File: config.mk
export PLATFORM = sky130hd
export DESIGN_NAME = dfa_merge_ctrl
export DESIGN_NICKNAME = d
export VERILOG_FILES = /design/src/rtl/dfa_merge_pkg.sv /design/src/rtl/dfa_merge_ctrl.sv
export SDC_FILE = /design/constraint.sdc
export NUM_CORES = 1
export LEC_CHECK = 0
export BUFFER_PORTS_ARGS = -buffer_cell sky130_fd_sc_hd__buf_2
export CAP_MARGIN = 30
export CORE_UTILIZATION = 44
export DETAILED_ROUTE_END_ITERATION = 6
export HOLD_SLACK_MARGIN = 0.08
export PLACE_DENSITY = 0.78
export SLEW_MARGIN = 0
export SYNTH_ARGS = -nofsm -noshare
export SYNTH_HDL_FRONTEND = slang
export SYNTH_SLANG_ARGS = --single-unit
File: constraint.sdc
create_clock -name clk -period 2.9 [get_ports clk]
set_input_delay 0.58 -clock clk [delete_from_list [all_inputs] [get_ports clk]]
set_output_delay 0.58 -clock clk [all_outputs]
set_load 0.01 [all_outputs]
File: src/rtl/dfa_merge_pkg.sv
// ----------------------------------------------------------------------------
// dfa_merge_pkg
// Shared constants, command codes, state and command/status types for the
// duplicate state merger.
// ----------------------------------------------------------------------------
package dfa_merge_pkg;

  localparam int DEF_MAX_ROWS    = 64;
  localparam int DEF_MAX_SYMBOLS = 16;
  localparam int DEF_LABEL_BITS  = 8;

  localparam logic [2:0] FN_LOAD_LABEL = 3'd0;
  localparam logic [2:0] FN_LOAD_TGT   = 3'd1;
  localparam logic [2:0] FN_RUN        = 3'd2;
  localparam logic [2:0] FN_READ_LABEL = 3'd3;
  localparam logic [2:0] FN_READ_TGT   = 3'd4;

  localparam logic [1:0] CFG_NONFINAL = 2'd0;
  localparam logic [1:0] CFG_FINAL    = 2'd1;
  localparam logic [1:0] CFG_SYMBOLS  = 2'd2;

  typedef enum logic [4:0] {
    S_IDLE,
    S_READ,
    S_GRP_START,
    S_CMP_A,
    S_CMP_B,
    S_CMP_C,
    S_NEXT_PAIR,
    S_LAB_J,
    S_LAB_I,
    S_LAB_GOT,
    S_RED_NEXT,
    S_RED_RD,
    S_RED_WR,
    S_SH_NEXT,
    S_SH_RD,
    S_SH_WR,
    S_SHL_RD,
    S_SHL_WR,
    S_DEC
  } state_t;

  typedef enum logic [4:0] {
    DP_NOP,
    DP_ACCEPT,
    DP_READ_OUT,
    DP_GRP_NEXT,
    DP_FINISH,
    DP_PAIR_INIT,
    DP_CMP_RDA,
    DP_CMP_RDB,
    DP_CMP_STEP,
    DP_PAIR_NEXT,
    DP_LAB_RDJ,
    DP_LAB_RDI,
    DP_LAB_GOT,
    DP_RED_GRP,
    DP_RED_ROW,
    DP_RED_RD,
    DP_RED_WR,
    DP_SH_INIT,
    DP_SH_RD,
    DP_SH_WR,
    DP_SHL_RD,
    DP_SHL_WR,
    DP_DEC
  } dp_op_t;

  typedef struct packed {
    dp_op_t op;
  } dp_cmd_t;

  typedef struct packed {
    logic out_free;
    logic cnt_lt2;
    logic grp_last;
    logic ns_zero;
    logic col_last;
    logic cmp_eq;
    logic pair_last;
    logic red_end;
    logic red_row_end;
    logic red_col_end;
    logic sh_done;
    logic sh_col_last;
  } dp_status_t;

endpackage

File: src/rtl/dfa_merge_ctrl.sv
// ----------------------------------------------------------------------------
// dfa_merge_ctrl
// Sequencer for load/read requests and the row merge search, redirect and
// row removal sweeps.
// ----------------------------------------------------------------------------
module dfa_merge_ctrl
  import dfa_merge_pkg::*;
(
  input  logic       clk,
  input  logic       rst_n,
  input  logic       in_valid,
  input  logic [2:0] in_func,
  output logic       in_stall,
  input  dp_status_t st,
  output dp_cmd_t    cmd
);

  state_t state_r, state_nxt;

  always_ff @(posedge clk) begin
    if (!rst_n) begin
      state_r <= S_IDLE;
    end else begin
      state_r <= state_nxt;
    end
  end

  always_comb begin
    state_nxt = state_r;
    cmd.op    = DP_NOP;
    in_stall  = !((state_r == S_IDLE) && st.out_free);
    case (state_r)
      S_IDLE: begin
        if (in_valid && st.out_free) begin
          cmd.op = DP_ACCEPT;
          case (in_func)
            FN_READ_LABEL, FN_READ_TGT: state_nxt = S_READ;
            FN_RUN:                     state_nxt = S_GRP_START;
            default:                    state_nxt = S_IDLE;
          endcase
        end
      end
      S_READ: begin
        cmd.op    = DP_READ_OUT;
        state_nxt = S_IDLE;
      end
      S_GRP_START: begin
        if (st.cnt_lt2) begin
          if (st.grp_last) begin
            cmd.op    = DP_FINISH;
            state_nxt = S_IDLE;
          end else begin
            cmd.op = DP_GRP_NEXT;
          end
        end else begin
          cmd.op    = DP_PAIR_INIT;
          state_nxt = S_CMP_A;
        end
      end
      S_CMP_A: begin
        // no columns to compare: every pair matches
        if (st.ns_zero) begin
          state_nxt = S_LAB_J;
        end else begin
          cmd.op    = DP_CMP_RDA;
          state_nxt = S_CMP_B;
        end
      end
      S_CMP_B: begin
        cmd.op    = DP_CMP_RDB;
        state_nxt = S_CMP_C;
      end
      S_CMP_C: begin
        if (!st.cmp_eq) begin
          state_nxt = S_NEXT_PAIR;
        end else if (st.col_last) begin
          state_nxt = S_LAB_J;
        end else begin
          cmd.op    = DP_CMP_STEP;
          state_nxt = S_CMP_A;
        end
      end
      S_NEXT_PAIR: begin
        if (st.pair_last) begin
          if (st.grp_last) begin
            cmd.op    = DP_FINISH;
            state_nxt = S_IDLE;
          end else begin
            cmd.op    = DP_GRP_NEXT;
            state_nxt = S_GRP_START;
          end
        end else begin
          cmd.op    = DP_PAIR_NEXT;
          state_nxt = S_CMP_A;
        end
      end
      S_LAB_J: begin
        cmd.op    = DP_LAB_RDJ;
        state_nxt = S_LAB_I;
      end
      S_LAB_I: begin
        cmd.op    = DP_LAB_RDI;
        state_nxt = S_LAB_GOT;
      end
      S_LAB_GOT: begin
        cmd.op    = DP_LAB_GOT;
        state_nxt = S_RED_NEXT;
      end
      S_RED_NEXT: begin
        if (st.red_end) begin
          cmd.op    = DP_SH_INIT;
          state_nxt = S_SH_NEXT;
        end else if (st.red_row_end) begin
          cmd.op = DP_RED_GRP;
        end else if (st.red_col_end) begin
          cmd.op = DP_RED_ROW;
        end else begin
          state_nxt = S_RED_RD;
        end
      end
      S_RED_RD: begin
        cmd.op    = DP_RED_RD;
        state_nxt = S_RED_WR;
      end
      S_RED_WR: begin
        cmd.op    = DP_RED_WR;
        state_nxt = S_RED_NEXT;
      end
      S_SH_NEXT: begin
        state_nxt = st.sh_done ? S_DEC : S_SH_RD;
      end
      S_SH_RD: begin
        cmd.op    = DP_SH_RD;
        state_nxt = S_SH_WR;
      end
      S_SH_WR: begin
        cmd.op    = DP_SH_WR;
        state_nxt = st.sh_col_last ? S_SHL_RD : S_SH_RD;
      end
      S_SHL_RD: begin
        cmd.op    = DP_SHL_RD;
        state_nxt = S_SHL_WR;
      end
      S_SHL_WR: begin
        cmd.op    = DP_SHL_WR;
        state_nxt = S_SH_NEXT;
      end
      S_DEC: begin
        cmd.op    = DP_DEC;
        state_nxt = S_GRP_START;
      end
      default: begin
        state_nxt = S_IDLE;
      end
    endcase
  end

endmodule

== Word-level counts from Yosys, hierarchy flattened ==
Index checks and enable logic that the tools add are counted.

* Bits of input ports: 18
* Flip-flop bits (word level): 5
* Memories kept: 0
* Logic and storage cells: 59
* ROM bits: 0
* Memory bits (writable): 0
* Bits in latches: 0

* Div/mod/pow operators: 0
* Add/subtract/negate cells: 0
* Mux-type cells: 26
* Shifts and indexed selects: 0
* Reductions and logical operators: 7
* Multipliers: 0
* Order comparisons: 0
* Bitwise logic cells: 0
* Eq/ne operators: 25

{| class="wikitable"
|+ Operators by type and width
! operator !! count
|-
| 5-bit case mux with 18 select lines || 1
|-
| 5-bit case mux with 17 select lines || 1
|-
| 5-bit 2-to-1 mux || 12
|-
| 5-bit by 4-bit == test with 1-bit output, second input constant || 8
|-
| 5-bit by 3-bit == test with 1-bit output, second input constant || 4
|-
| 4-bit 2-to-1 mux || 4
|-
| 5-bit == test, second input constant || 3
|-
| 3-bit 2-to-1 mux || 4
|-
| 5-bit by 2-bit == test with 1-bit output, second input constant || 2
|-
| 3-bit inequality test, second input constant || 3
|-
| 3-bit by 2-bit == test with 1-bit output, second input constant || 2
|-
| 5-bit by 1-bit == test with 1-bit output, second input constant || 1
|-
| 5-bit zero test || 1
|-
| 2-bit 2-to-1 mux || 2
|-
| 2-bit case mux with 2 select lines || 1
|-
| 4-bit AND reduction || 1
|-
| 2-bit OR reduction || 2
|-
| 3-bit == test, second input constant || 1
|-
| 1-bit logical AND || 2
|-
| 2-bit by 1-bit inequality test with 1-bit output, second input constant || 1
|-
| 1-bit zero test || 1
|-
| 1-bit 2-to-1 mux || 1
|}

== Logic depth before layout (Yosys ltp) ==
* Depth after elaboration: 5
* Depth in mapped cells: 7

== Worst setup path before layout ==
No wires, ideal clock.

* Path type: input to output
* Start: in st[4] (netlist name)
* End: out cmd[3] (netlist name)
* Arrival time: 1,436 ps
* Path buffers: 0
* Data required time: 2,320 ps
* Setup slack: 884 ps
* Cell stages on the path: 5
* Cells stage by stage: or2_2 -> nor3_1 -> o21ai_0 -> o31a_1 -> o21ai_0

{| class="wikitable"
|+ RTL lines
! what !! line !! source
|-
| start, declared || dfa_merge_ctrl.sv:14 || <nowiki>input dp_status_t st,</nowiki>
|-
| end, declared || dfa_merge_ctrl.sv:15 || <nowiki>output dp_cmd_t cmd</nowiki>
|}

==> flow_summary_export.csv <==
group,metric,value,unit
global_route,grt.total_usage,0.2337,
worst_setup_path,cp_slowest_cell,"dfxtp_1",
clocking,cts_hold_buf,0,
worst_setup_path,cp_max_fo,12,
layout,multi_input_area,706.9,um^2
worst_setup_path,critPathKind,"reg2out",
global_route,grt_max_degree,23,
clocking,clk_pin_slew,0.05,ns
layout,diodes,0,
timing,fin_setup_tns,0,ns
synth,synth_edf_count,0,
worst_setup_path,worst-endpoint-arrival,1.99,ns
placement,io_buffer_count,23,
synth,syn_inst,134,
layout,largest_reg_flops,5,
route,via_per_inst,6.028,
synth,ys_ff_latch,5,
timing,slew_headroom,0.5775,
placement,dp_hpwl,1856,um
floorplanning,die_h,47.06,um
route,dr.pass1.iters,4,
clocking,cts_tree,"done",
worst_setup_path,path_cells,"or2b_1 > nor3_1 > o21ai_0 > o31a_1 > o21ai_0 > buf_2",
layout,final_nets,172,
floorplanning,die_x,47.06,um
clocking,cts_buffers,3,
floorplanning,coreArea,1821,um^2
worst_setup_path,end_kind,"primary output",
clocking,cts_root_buf,"clkbuf_4",
timing,fin_crit_sh,0.8858,
synth,ys.flop_type,"dfxtp_1",
floorplanning,core.rowCount,15,
power_and_ir_drop,cellPowerDensity,191.2,nW/um^2
layout,final_util,0.5629,
timing,skew,0.002432,ns
synth,syn_area,893.4,um^2
clocking,clk_latency,0.24,ns
clocking,max-clock-path-buffers,2,
synth,synth_nets,152,
hold_path,whs_path_depth,3,
worst_setup_path,critPathTopFamily,"simple AND/OR/NAND/NOR gates",
clocking,h-tree-depth,1,
route,wl,2414,um
global_route,gr-total-overflow,0,
timing,fin_crit,2.569,ns
job,maxCapViolations,0,
placement,place_worst_setup_slack,0.5527,ns
power_and_ir_drop,peakVddDrop,0.2614,mV
synth,async_flop_share,0,
hold_path,timing.hold.worst.class,"in2reg",
timing,drv_slew,0,
timing,max_freq,389.3,MHz
timing,setup_viol,0,
worst_setup_path,slowest_delay,0.57,ns
outcome,status,"complete, no violations",
layout,layout_commonest_cell,"buf_2",
layout,regMostFlops,"state_r",
global_route,antenna_found_initial,0,
timing,whs,0.6376,ns
worst_setup_path,crit_buf_inv,1,
floorplanning,start_util,0.4907,
power_and_ir_drop,p_leak,0.0003849,uW
layout,layout_common_cells,"buf_2 (23), nand2_1 (13), nor2_1 (12), a21oi_1 (12), o21ai_0 (11)",
layout,top_regs,"state_r: 5 flops",
layout,synthToLayoutAreaGrowth,14.71,%
layout,fill_cells,191,
synth,ys_seq_area_frac,0.1120,
timing,final.setup.worst_slack,0.3313,ns
route,wire_per_inst,13.56,um
worst_setup_path,critPathLaunchType,"register",
timing,worstMarginPinSlew,0.6329,ns
synth,syn_avg_cell_area,6.667,um^2
floorplanning,dieArea,2215,um^2
layout,drive_gt1_frac,0.2353,
synth,synth.distinct_cells,47,
worst_setup_path,crit_cells,6,
placement,gp_congestion,0.9199,
timing,finalHoldViolations,0,
synth,synth_warnings,0,
route,via_count,1073,
global_route,grt_pass1_vias,844,
floorplanning,io_pins,24,
layout,regArea,100.1,um^2
clocking,postCtsSetupBuffers,0,
clocking,cts_sinks,5,
worst_setup_path,r2r_cells,5,
route,antenna_left,0,
timing,rsz0062_at_grt,"no",
worst_setup_path,critPathMostFrequentCell,"o21ai_0",
route,drc_errors,0,
clocking,cts_resized,0,
worst_setup_path,required,2.32,ns
global_route,grt_pass1_wl,3719,um
route,drt_iter0_drc,41,
path summary, 6_finish.rpt:
path	startpoint	to	slack, ns
hold reg to reg	state_r[0]	state_r[3]	0.81
setup reg to reg	state_r[0]	state_r[0]	1.05
hold / removal	rst_n	state_r[4]	0.64
setup / recovery	state_r[1]	cmd[3]	0.33
cell type report:
class | instances | share of cell area
timing repair buffer | 27 | 0.1416
inverter | 4 | 0.01465
multi-input combinational | 113 | 0.6899
clock buffer | 4 | 0.02564
sequential | 5 | 0.09768
tap | 25 | 0.03053
power breakdown:
| group | leakage (uW) | internal [uW] | total (uW) | switching [uW] |
|---|---|---|---|---|
| Sequential | 0.0000403 | 69.5 | 71.7 | 2.24 |
| Clock | 0.0000150 | 52.0 | 80.6 | 28.5 |
| Combinational | 0.000330 | 21.0 | 43.6 | 22.6 |
| Total | 0.000385 | 142 | 196 | 53.4 |
synthesized netlist by cell type (all sizes together) (2+ instances only):
| cell type | instances | area share |
|---|---|---|
| nand2b | 5 | 0.035 |
| nand3 | 2 | 0.011 |
| nand3b | 4 | 0.034 |
| nor4b | 2 | 0.020 |
| mux2i | 3 | 0.034 |
| o31a | 2 | 0.020 |
| o211ai | 3 | 0.025 |
| nor4 | 2 | 0.021 |
| dfxtp | 5 | 0.11 |
| o2111ai | 2 | 0.020 |
| nor2b | 7 | 0.049 |
| nor3b | 2 | 0.022 |
| nor2 | 12 | 0.050 |
| nor3 | 3 | 0.017 |
| a2111oi | 2 | 0.020 |
| a31oi | 4 | 0.028 |
| a21oi | 12 | 0.067 |
| buf | 10 | 0.071 |
| or2 | 2 | 0.014 |
| o21ai | 11 | 0.062 |
| nand2 | 14 | 0.062 |
| clkbuf | 2 | 0.0084 |
| inv | 4 | 0.017 |
per-stage QoR:
step	area (um^2)	instances	power [uW]
6_report	1025	178	195.9
5_1_grt	1025	178	209.4
4_1_cts	1025	178	199.4
3_5_place_dp	998.5	174	116.0
3_3_place_gp	998.5	174	115.4
2_1_floorplan	893.4	134	93.92
layer usage:
metal / routed length (um) / GRT usage / vias to the layer above
li1: - / - / 541
met1: 1094 / 0.3509 / 472
met2: 1103 / 0.3472 / 60
met3: 216 / 0.02692 / 0
met4: 0 / 0.06857 / 0
met5: 0 / 0 / -
logic make-up (layout without fill, tap and decap cells):
| family | count (synthesis) | count (layout) | synth area share |
|---|---|---|---|
| xor+xnor | 2 | 2 | 0.01961 |
| simple gates | 59 | 59 | 0.3684 |
| mux | 3 | 3 | 0.03361 |
| buf+inv | 16 | 35 | 0.09664 |
| compound gates | 49 | 49 | 0.3698 |
| flops | 5 | 5 | 0.1120 |
worst register-to-register path, cell delays in order, from the launching register on:
cell       delay, ns
dfxtp_1         0.72
nand2_1         0.26
a2bb2oi_1       0.20
o311ai_1        0.32
a21oi_1         0.10
nor3b_2         0.18
No activity file was read; power rests on OpenSTA's default activity.
